===== config.mk =====
export PLATFORM = sky130hd
export DESIGN_NAME = length_prefixed_frame_parser_core
export DESIGN_NICKNAME = d
export VERILOG_FILES = /design/src/sv/lpfp_pkg.sv /design/src/sv/lpfp_csr.sv /design/src/sv/lpfp_deframer.sv /design/src/sv/lpfp_out_stage.sv /design/src/sv/length_prefixed_frame_parser_core.sv
export SDC_FILE = /design/constraint.sdc
export NUM_CORES = 1
export LEC_CHECK = 0
export BUFFER_PORTS_ARGS = -buffer_cell sky130_fd_sc_hd__buf_2
export CORE_MARGIN = 8
export CORE_UTILIZATION = 60
export CTS_CLUSTER_DIAMETER = 100
export DETAILED_ROUTE_END_ITERATION = 10
export PLACE_DENSITY_LB_ADDON = 0.05
export SETUP_SLACK_MARGIN = 0.5
export SLEW_MARGIN = 10
export SYNTH_ARGS = -nofsm -noshare
export SYNTH_HDL_FRONTEND = slang
export SYNTH_HIERARCHICAL = 1
export SYNTH_SLANG_ARGS = --single-unit

===== constraint.sdc =====
create_clock -name clock -period 9.5 [get_ports clock]
set_input_delay 0.95 -clock clock [delete_from_list [all_inputs] [get_ports clock]]
set_output_delay 0.95 -clock clock [all_outputs]
set_load 0.005 [all_outputs]

===== src/sv/lpfp_pkg.sv =====
// Shared types and constants for the length-prefixed frame parser.
// Used by every module of the block; has no dependencies of its own.
package lpfp_pkg;

   // Largest frame length plus one; valid frames have length 1 up to this minus one.
   localparam int MAX_FRAME_LENGTH = 1024;

   // Width of the configuration register index.
   localparam int CSR_INDEX_WIDTH = 2;

   // Configuration register indexes.
   localparam logic [CSR_INDEX_WIDTH-1:0] CSR_START_MARKER    = 2'd0;
   localparam logic [CSR_INDEX_WIDTH-1:0] CSR_END_MARKER      = 2'd1;
   localparam logic [CSR_INDEX_WIDTH-1:0] CSR_HIGHEST_FILE_ID = 2'd2;

   // Configuration reset values.
   localparam logic [7:0] START_MARKER_RESET    = 8'h10;
   localparam logic [7:0] END_MARKER_RESET      = 8'h11;
   localparam logic [7:0] HIGHEST_FILE_ID_RESET = 8'd5;

   // Result kinds.
   localparam logic [2:0] KIND_WRITE_DATA     = 3'd0;
   localparam logic [2:0] KIND_READ_REQUEST   = 3'd1;
   localparam logic [2:0] KIND_WRITE_COMPLETE = 3'd2;
   localparam logic [2:0] KIND_BAD_END        = 3'd3;
   localparam logic [2:0] KIND_INVALID        = 3'd4;

   // Output data width: 42 bits of fields padded to whole bytes.
   localparam int RSP_TDATA_WIDTH = 48;

   // Live configuration.
   typedef struct packed {
      logic [7:0] start_marker;
      logic [7:0] end_marker;
      logic [7:0] highest_file_id;
   } cfg_type;

   // One result item.
   typedef struct packed {
      logic [2:0]  kind;
      logic [7:0]  data_byte;
      logic [9:0]  byte_index;
      logic [7:0]  file_id;
      logic [15:0] frame_length;
   } result_type;

endpackage


===== src/sv/lpfp_csr.sv =====
// Configuration registers of the frame parser.
// Depends on lpfp_pkg for register indexes, reset values and cfg_type.
module lpfp_csr
   import lpfp_pkg::*;
(
   input  logic                       clock,
   input  logic                       reset,
   input  logic                       csr_valid,
   output logic                       csr_ready,
   input  logic [CSR_INDEX_WIDTH-1:0] csr_index,
   input  logic [7:0]                 csr_data,
   output cfg_type                    cfg
);

   cfg_type cfg_ff;
   cfg_type cfg_in;

   // Writes are always taken; indexes beyond the list are ignored.
   assign csr_ready = 1'b1;

   always_comb begin
      cfg_in = cfg_ff;
      if (csr_valid) begin
         case (csr_index)
            CSR_START_MARKER:    cfg_in.start_marker    = csr_data;
            CSR_END_MARKER:      cfg_in.end_marker      = csr_data;
            CSR_HIGHEST_FILE_ID: cfg_in.highest_file_id = csr_data;
            default:             cfg_in = cfg_ff;
         endcase
      end
   end

   always_ff @(posedge clock) begin
      if (reset) begin
         cfg_ff.start_marker    <= START_MARKER_RESET;
         cfg_ff.end_marker      <= END_MARKER_RESET;
         cfg_ff.highest_file_id <= HIGHEST_FILE_ID_RESET;
      end else begin
         cfg_ff <= cfg_in;
      end
   end

   assign cfg = cfg_ff;

endmodule


===== src/sv/lpfp_deframer.sv =====
// Frame state machine: hunts for the start marker, collects length and id,
// counts the body and produces at most one result per accepted byte.
// Depends on lpfp_pkg for kinds, limits and the result and config types.
module lpfp_deframer
   import lpfp_pkg::*;
(
   input  logic       clock,
   input  logic       reset,
   input  cfg_type    cfg,
   input  logic       byte_take,
   input  logic [7:0] rx_byte,
   output logic       res_valid,
   output result_type res
);

   // Frame phases.
   localparam logic [2:0] PH_HUNT   = 3'd0;
   localparam logic [2:0] PH_LEN_LO = 3'd1;
   localparam logic [2:0] PH_LEN_HI = 3'd2;
   localparam logic [2:0] PH_ID     = 3'd3;
   localparam logic [2:0] PH_BODY   = 3'd4;
   localparam logic [2:0] PH_END    = 3'd5;

   localparam logic [15:0] LENGTH_LIMIT = 16'(MAX_FRAME_LENGTH);

   logic [2:0]  phase_ff, phase_in;
   logic [15:0] body_count_ff, body_count_in;
   logic [15:0] length_ff, length_in;
   logic [7:0]  current_id_ff, current_id_in;
   logic        frame_valid_ff, frame_valid_in;
   logic [15:0] length_full;
   logic [15:0] count_next;

   assign length_full = {rx_byte, length_ff[7:0]};
   assign count_next  = body_count_ff + 16'd1;

   // Next state and result for the byte being taken.
   always_comb begin
      phase_in       = phase_ff;
      body_count_in  = body_count_ff;
      length_in      = length_ff;
      current_id_in  = current_id_ff;
      frame_valid_in = frame_valid_ff;
      res_valid      = 1'b0;
      res.kind         = KIND_WRITE_DATA;
      res.data_byte    = 8'd0;
      res.byte_index   = 10'd0;
      res.file_id      = current_id_ff;
      res.frame_length = length_ff;
      if (byte_take) begin
         case (phase_ff)
            PH_HUNT: begin
               if (rx_byte == cfg.start_marker) begin
                  phase_in = PH_LEN_LO;
               end
            end
            PH_LEN_LO: begin
               length_in = {8'd0, rx_byte};
               phase_in  = PH_LEN_HI;
            end
            PH_LEN_HI: begin
               length_in      = length_full;
               body_count_in  = 16'd0;
               current_id_in  = 8'd0;
               frame_valid_in = 1'b0;
               phase_in       = (length_full == 16'd0) ? PH_END : PH_ID;
            end
            PH_ID: begin
               current_id_in  = rx_byte;
               frame_valid_in = (rx_byte != 8'd0) && (rx_byte <= cfg.highest_file_id) &&
                                (length_ff < LENGTH_LIMIT);
               phase_in       = (length_ff == 16'd1) ? PH_END : PH_BODY;
            end
            PH_BODY: begin
               // Length is at least two here, so length - 1 cannot wrap.
               body_count_in = count_next;
               if (count_next >= length_ff - 16'd1) begin
                  phase_in = PH_END;
               end
               if (frame_valid_ff) begin
                  res_valid      = 1'b1;
                  res.kind       = KIND_WRITE_DATA;
                  res.data_byte  = rx_byte;
                  res.byte_index = body_count_ff[9:0];
               end
            end
            PH_END: begin
               res_valid = 1'b1;
               if (rx_byte != cfg.end_marker) begin
                  res.kind = KIND_BAD_END;
               end else if (!frame_valid_ff) begin
                  res.kind = KIND_INVALID;
               end else if (length_ff == 16'd1) begin
                  res.kind = KIND_READ_REQUEST;
               end else begin
                  res.kind = KIND_WRITE_COMPLETE;
               end
               phase_in       = PH_HUNT;
               body_count_in  = 16'd0;
               frame_valid_in = 1'b0;
            end
            default: begin
               phase_in = PH_HUNT;
            end
         endcase
      end
   end

   always_ff @(posedge clock) begin
      if (reset) begin
         phase_ff       <= PH_HUNT;
         body_count_ff  <= 16'd0;
         length_ff      <= 16'd0;
         current_id_ff  <= 8'd0;
         frame_valid_ff <= 1'b0;
      end else begin
         phase_ff       <= phase_in;
         body_count_ff  <= body_count_in;
         length_ff      <= length_in;
         current_id_ff  <= current_id_in;
         frame_valid_ff <= frame_valid_in;
      end
   end

endmodule


===== src/sv/lpfp_out_stage.sv =====
// Result register with a skid entry, so the input side never waits on
// the output ready combinationally. Depends on lpfp_pkg for result_type.
module lpfp_out_stage
   import lpfp_pkg::*;
(
   input  logic       clock,
   input  logic       reset,
   input  logic       in_valid,
   input  result_type in_res,
   output logic       in_ready,
   output logic       out_valid,
   output result_type out_res,
   input  logic       out_ready
);

   logic       out_valid_ff, out_valid_in;
   result_type out_res_ff, out_res_in;
   logic       skid_valid_ff, skid_valid_in;
   result_type skid_res_ff, skid_res_in;
   logic       out_free;

   // A new result can only arrive while the skid entry is empty.
   assign in_ready = !skid_valid_ff;
   assign out_free = !out_valid_ff || out_ready;

   always_comb begin
      out_valid_in  = out_valid_ff;
      out_res_in    = out_res_ff;
      skid_valid_in = skid_valid_ff;
      skid_res_in   = skid_res_ff;
      if (out_free) begin
         if (skid_valid_ff) begin
            out_valid_in  = 1'b1;
            out_res_in    = skid_res_ff;
            skid_valid_in = 1'b0;
         end else begin
            out_valid_in = in_valid;
            out_res_in   = in_res;
         end
      end else if (in_valid) begin
         skid_valid_in = 1'b1;
         skid_res_in   = in_res;
      end
   end

   always_ff @(posedge clock) begin
      if (reset) begin
         out_valid_ff  <= 1'b0;
         skid_valid_ff <= 1'b0;
      end else begin
         out_valid_ff  <= out_valid_in;
         skid_valid_ff <= skid_valid_in;
      end
      out_res_ff  <= out_res_in;
      skid_res_ff <= skid_res_in;
   end

   assign out_valid = out_valid_ff;
   assign out_res   = out_res_ff;

endmodule


===== src/sv/length_prefixed_frame_parser_core.sv =====
// Top level of the length-prefixed frame parser.
// Depends on lpfp_pkg, lpfp_csr, lpfp_deframer and lpfp_out_stage.
//
// Usage:
// The req_ stream carries one received byte per transaction. The block hunts
// for the start marker, reads a little-endian 16-bit length, the file id and
// the body, then checks the end marker. The rsp_ stream carries zero or one
// result per received byte: a write data byte with its index, or one verdict
// per frame (read request, write complete, bad end marker, invalid frame).
// rsp_tuser holds the result kind; rsp_tdata holds the remaining fields.
// The csr_ channel writes start marker, end marker and highest file id by
// index; it is always ready and must only be used while the block is idle.
// Throughput is one byte per cycle while req_tready is high. Each result is
// registered before it appears on rsp_. If the receiver stalls, one more
// result is held in a skid entry; after that req_tready drops until the skid
// entry drains. Reset returns the parser to hunting, clears both result
// registers and restores the configuration defaults (0x10, 0x11 and 5).
module length_prefixed_frame_parser_core
   import lpfp_pkg::*;
(
   input  logic                       clock,
   input  logic                       reset,
   // Received byte: [7:0] rx_byte.
   input  logic [7:0]                 req_tdata,
   input  logic                       req_tvalid,
   output logic                       req_tready,
   // [7:0] data_byte, [17:8] byte_index, [25:18] file_id, [41:26] frame_length, rest zero.
   output logic [RSP_TDATA_WIDTH-1:0] rsp_tdata,
   // [2:0] kind.
   output logic [2:0]                 rsp_tuser,
   output logic                       rsp_tvalid,
   input  logic                       rsp_tready,
   input  logic                       csr_valid,
   output logic                       csr_ready,
   input  logic [CSR_INDEX_WIDTH-1:0] csr_index,
   input  logic [7:0]                 csr_data
);

   cfg_type    cfg;
   logic       byte_take;
   logic       res_valid;
   result_type res;
   result_type out_res;

   lpfp_csr u_csr (
      .clock     (clock),
      .reset     (reset),
      .csr_valid (csr_valid),
      .csr_ready (csr_ready),
      .csr_index (csr_index),
      .csr_data  (csr_data),
      .cfg       (cfg)
   );

   assign byte_take = req_tvalid && req_tready;

   lpfp_deframer u_deframer (
      .clock     (clock),
      .reset     (reset),
      .cfg       (cfg),
      .byte_take (byte_take),
      .rx_byte   (req_tdata),
      .res_valid (res_valid),
      .res       (res)
   );

   lpfp_out_stage u_out_stage (
      .clock     (clock),
      .reset     (reset),
      .in_valid  (res_valid),
      .in_res    (res),
      .in_ready  (req_tready),
      .out_valid (rsp_tvalid),
      .out_res   (out_res),
      .out_ready (rsp_tready)
   );

   // Pack the result fields onto the stream.
   assign rsp_tuser = out_res.kind;
   assign rsp_tdata = {6'd0, out_res.frame_length, out_res.file_id,
                       out_res.byte_index, out_res.data_byte};

endmodule


==> results.md <==
* Status: complete, no violations
* Worst Setup End Kind: register
* Overflow left after global routing at 0
* Clock latency on the worst-skew pair at 0.43 ns
* Post-Syn Instances at a little under 700
* H-tree depth at 4
* Layout area overhead at 11.7%
* Initial antenna violation count at 0
* DR iter-0 viols at approximately 340
* Adder-Cell Fraction of Synth Area at 4.35%
* Crit Path Class: primary input to register
* Die Height at 130 µm
* Vias per std cell at about 5.7
* Gr usage total at around a fifth
* Slowest CP cell: and3_1
* Post-cts sizing count at 0
* Layout Nets at 785
* FFs w/ async S/R, synth at 0%
* Non-filler cells, final at 920
* PortBufs at 69
* Setup bufs post-CTS at 0
* Worst Tran Pin Value at between 0.9 and 1 ns
* PwrDens at ~160 mW/mm²
* Largest family of logic cells by synthesized area: simple AND/OR/NAND/NOR gates
* Yosys top cell area share at 34.8%
* Worst Setup Start Kind: primary input
* Leak at 0.00367 µW
* Number of max-cap violations at 0
* Final wirelength at 16300 µm
* Synthesized cell area at 0.00776 mm²
* TNS Setup at 0 ns
* GP Congestion at 0.844
* Most frequent cell on the critical path: nand2_1
* Top_reg_cell synth: edfxtp_1
* Hold_buf cts at 0
* Ys Warns at 6
* Final hold viol count at 0
* Avg Cell Area, Syn at 11.3 µm²
* Clk sinks at 160
* ANT cells at 0
* EDFF count, synth at 90
* DRT antenna net count at 0
* TritonCTS Buffers at 17
* Row count at 41
* Mux cell area share after synthesis at 11.1%
* Crit-path max FO at 31
* Post-Synth XOR/XNOR Area at a little under 5%
* RSZ-0062 raised after global routing: no
* Final setup vio count at 0
* Die Wd at roughly 130 µm
* Post-layout util at 68.7%
* Vias in the first global route at around 5100
* Initial Util at 61.5%
* CP cell instances: buf_2 -> and2_1 -> and3_1 -> nand2_1 -> nand2_1 -> inv_1 -> nor2_4 -> buf_4
* Core area at 0.0126 mm²
* Worst hold path class: register to register
* Largest net degree at the start of global routing at 83
* Layout cell share with drive strength beyond 1 at 21.3%
* Vias at 5223
* Sequential element share of the synthesized area at 52.9%
* Clock skew at 0.00985 ns
* Post-synth cell types at 55
* Clock buffer depth at 2
* CP arrival at 3.57 ns
* Top post-synthesis cells by area: edfxtp_1 (35%), dfxtp_1 (18%), mux2_4 (5.4%)
* Fin crit share at between 30% and 40%
* Post-synthesis simple-gate area fraction at 16.0%
* DP HPWL at 11100 µm
* DP Cell Count at 888
* Max VDD drop at between 100 and 150 µV
* Die area at ~0.017 mm²
* Dominant cell type by area after synthesis: edfxtp_1
* Routed len/inst at 17.7 µm
* Root Buffer: clkbuf_16
* Clk slew on worst S/H paths at ~0.060 ns
* First-pass GRT wire length at between 20000 and 30000 µm
* Slew margin rel. at 37.2%
* Max Slew Vio Count at 0
* # IOs at 77
* Pre-antenna DRT Iters at 4
* Post-synthesis register bit count at 160
* Remaining DRCs at 0
* Final worst path period need at 3.49 ns
* Fmax at 287 MHz
* CP peak stage delay at 0.86 ns
* Complex-gate fraction of the synthesized area at about 6.7%
* CTS tree: yes
* Req. time, crit path at roughly 9.6 ns
where the power goes:
group          leakage (µW)  internal [µW]  switching (µW)  total, µW
clock              0.000260            336             281        617
combinational       0.00188           22.3            31.5       53.8
sequential          0.00153            728            3.69        732
through the flow:
stage | instance area, µm² | worst slack [ns] | hold slack (ns) | power (µW)
3_5_place_dp | 8130 | 5.63 | 0.454 | 800
3_3_place_gp | 8130 | 5.77 | 0.452 | 797
4_1_cts | 8670 | 6.07 | 0.470 | 1410
5_1_grt | 8670 | 5.85 | 0.484 | 1450
2_1_floorplan | 7780 | 4.93 | 0.430 | 785
6_report | 8670 | 6.01 | 0.464 | 1400
synthesized netlist by cell type, drive strengths merged (14+ instances only):
library cell / n
edfxtp: 90
mux2: 45
clkbuf: 29
inv: 15
nand2: 48
xnor2: 33
a21oi: 50
nand2b: 33
nand3: 27
nor2: 42
buf: 21
o21ai: 14
dfxtp: 70
ha: 27
and3: 24
mux2i: 25
sequential cells by signal (all words and copies together), names as in the netlist:
| name | flops |
|---|---|
| u_deframer/body_count_ff | 16 |
| u_out_stage/out_valid | 1 |
| u_deframer/phase_ff | 3 |
| u_out_stage/skid_valid_ff | 1 |
| u_deframer/current_id_ff | 8 |
| u_deframer/frame_valid_ff | 1 |
| u_csr/cfg | 24 |
| u_out_stage/out_res | 45 |
| u_deframer/length_ff | 16 |
| u_out_stage/skid_res_ff | 45 |
worst max-delay path, delay by kind of cell:
kind,cells,cell delay [ns]
buffers and inverters,3,0.61
and+or+nand+nor,5,1.99
placed cells by master (no fill, tap or decap), types with 3 or more instances in the layout:
cell / netlist / final
and3_1: 24 / 24
buf_2: 6 / 69
nor2_1: 42 / 41
xor2_1: 11 / 11
nand3b_1: 3 / 3
nand2_1: 48 / 48
dfxtp_1: 70 / 69
buf_4: 7 / 4
and3b_1: 4 / 4
conb_1: 2 / 7
a21o_1: 6 / 6
clkinv_2: 0 / 4
o21ai_0: 14 / 14
nand3_1: 26 / 26
clkinvlp_4: 0 / 3
clkbuf_16: 0 / 17
a211oi_1: 3 / 3
a21oi_1: 50 / 50
nor3b_1: 3 / 3
nor4_1: 8 / 8
mux2_2: 17 / 17
inv_1: 15 / 15
o211a_1: 3 / 3
nand2b_1: 33 / 32
xnor2_1: 33 / 33
nor2b_1: 4 / 4
mux2i_1: 25 / 25
inv_6: 0 / 4
nor3_1: 11 / 11
nand4_1: 12 / 12
ha_1: 27 / 27
edfxtp_1: 90 / 90
mux2_4: 28 / 28
metal layers:
metal | vias to the layer above | routed length (µm) | global-route usage (%)
li1 | 2559 | - | -
met1 | 2493 | 7140 | 24.3
met2 | 147 | 7970 | 33.7
met3 | 24 | 841 | 4.77
met4 | 0 | 298 | 7.17
met5 | - | 0 | 0
cell families after synthesis:
kind of cell    after synthesis
simple gates                232
buf+inv                      65
fa+ha+maj                    27
compound gates               88
xor+xnor                     44
mux                          70
other cells                   2
flops                       160
path summary, 6_finish.rpt:
| check | cells after the start | slack [ns] | endpoint | startpoint |
|---|---|---|---|---|
| setup / recovery | 8 | 6.01 | u_out_stage/skid_res_ff[44] | req_tvalid |
| hold reg to reg | 0 | 0.46 | u_out_stage/skid_res_ff[20] | u_deframer/current_id_ff[4] |
| setup reg to reg | 8 | 6.25 | u_out_stage/skid_res_ff[44] | u_out_stage/skid_valid_ff |
| hold / removal | 0 | 0.46 | u_out_stage/skid_res_ff[20] | u_deframer/current_id_ff[4] |
final cells by class:
type	count	area [µm²]
clock buffers	17	425
multi-input cells	468	3380
flip-flops and latches	160	4110
fillers	986	3950
repair buffers	73	375
well taps	172	215
inverters	15	56.3
clock inverters	15	110
Power figures use the tool's default switching activity.
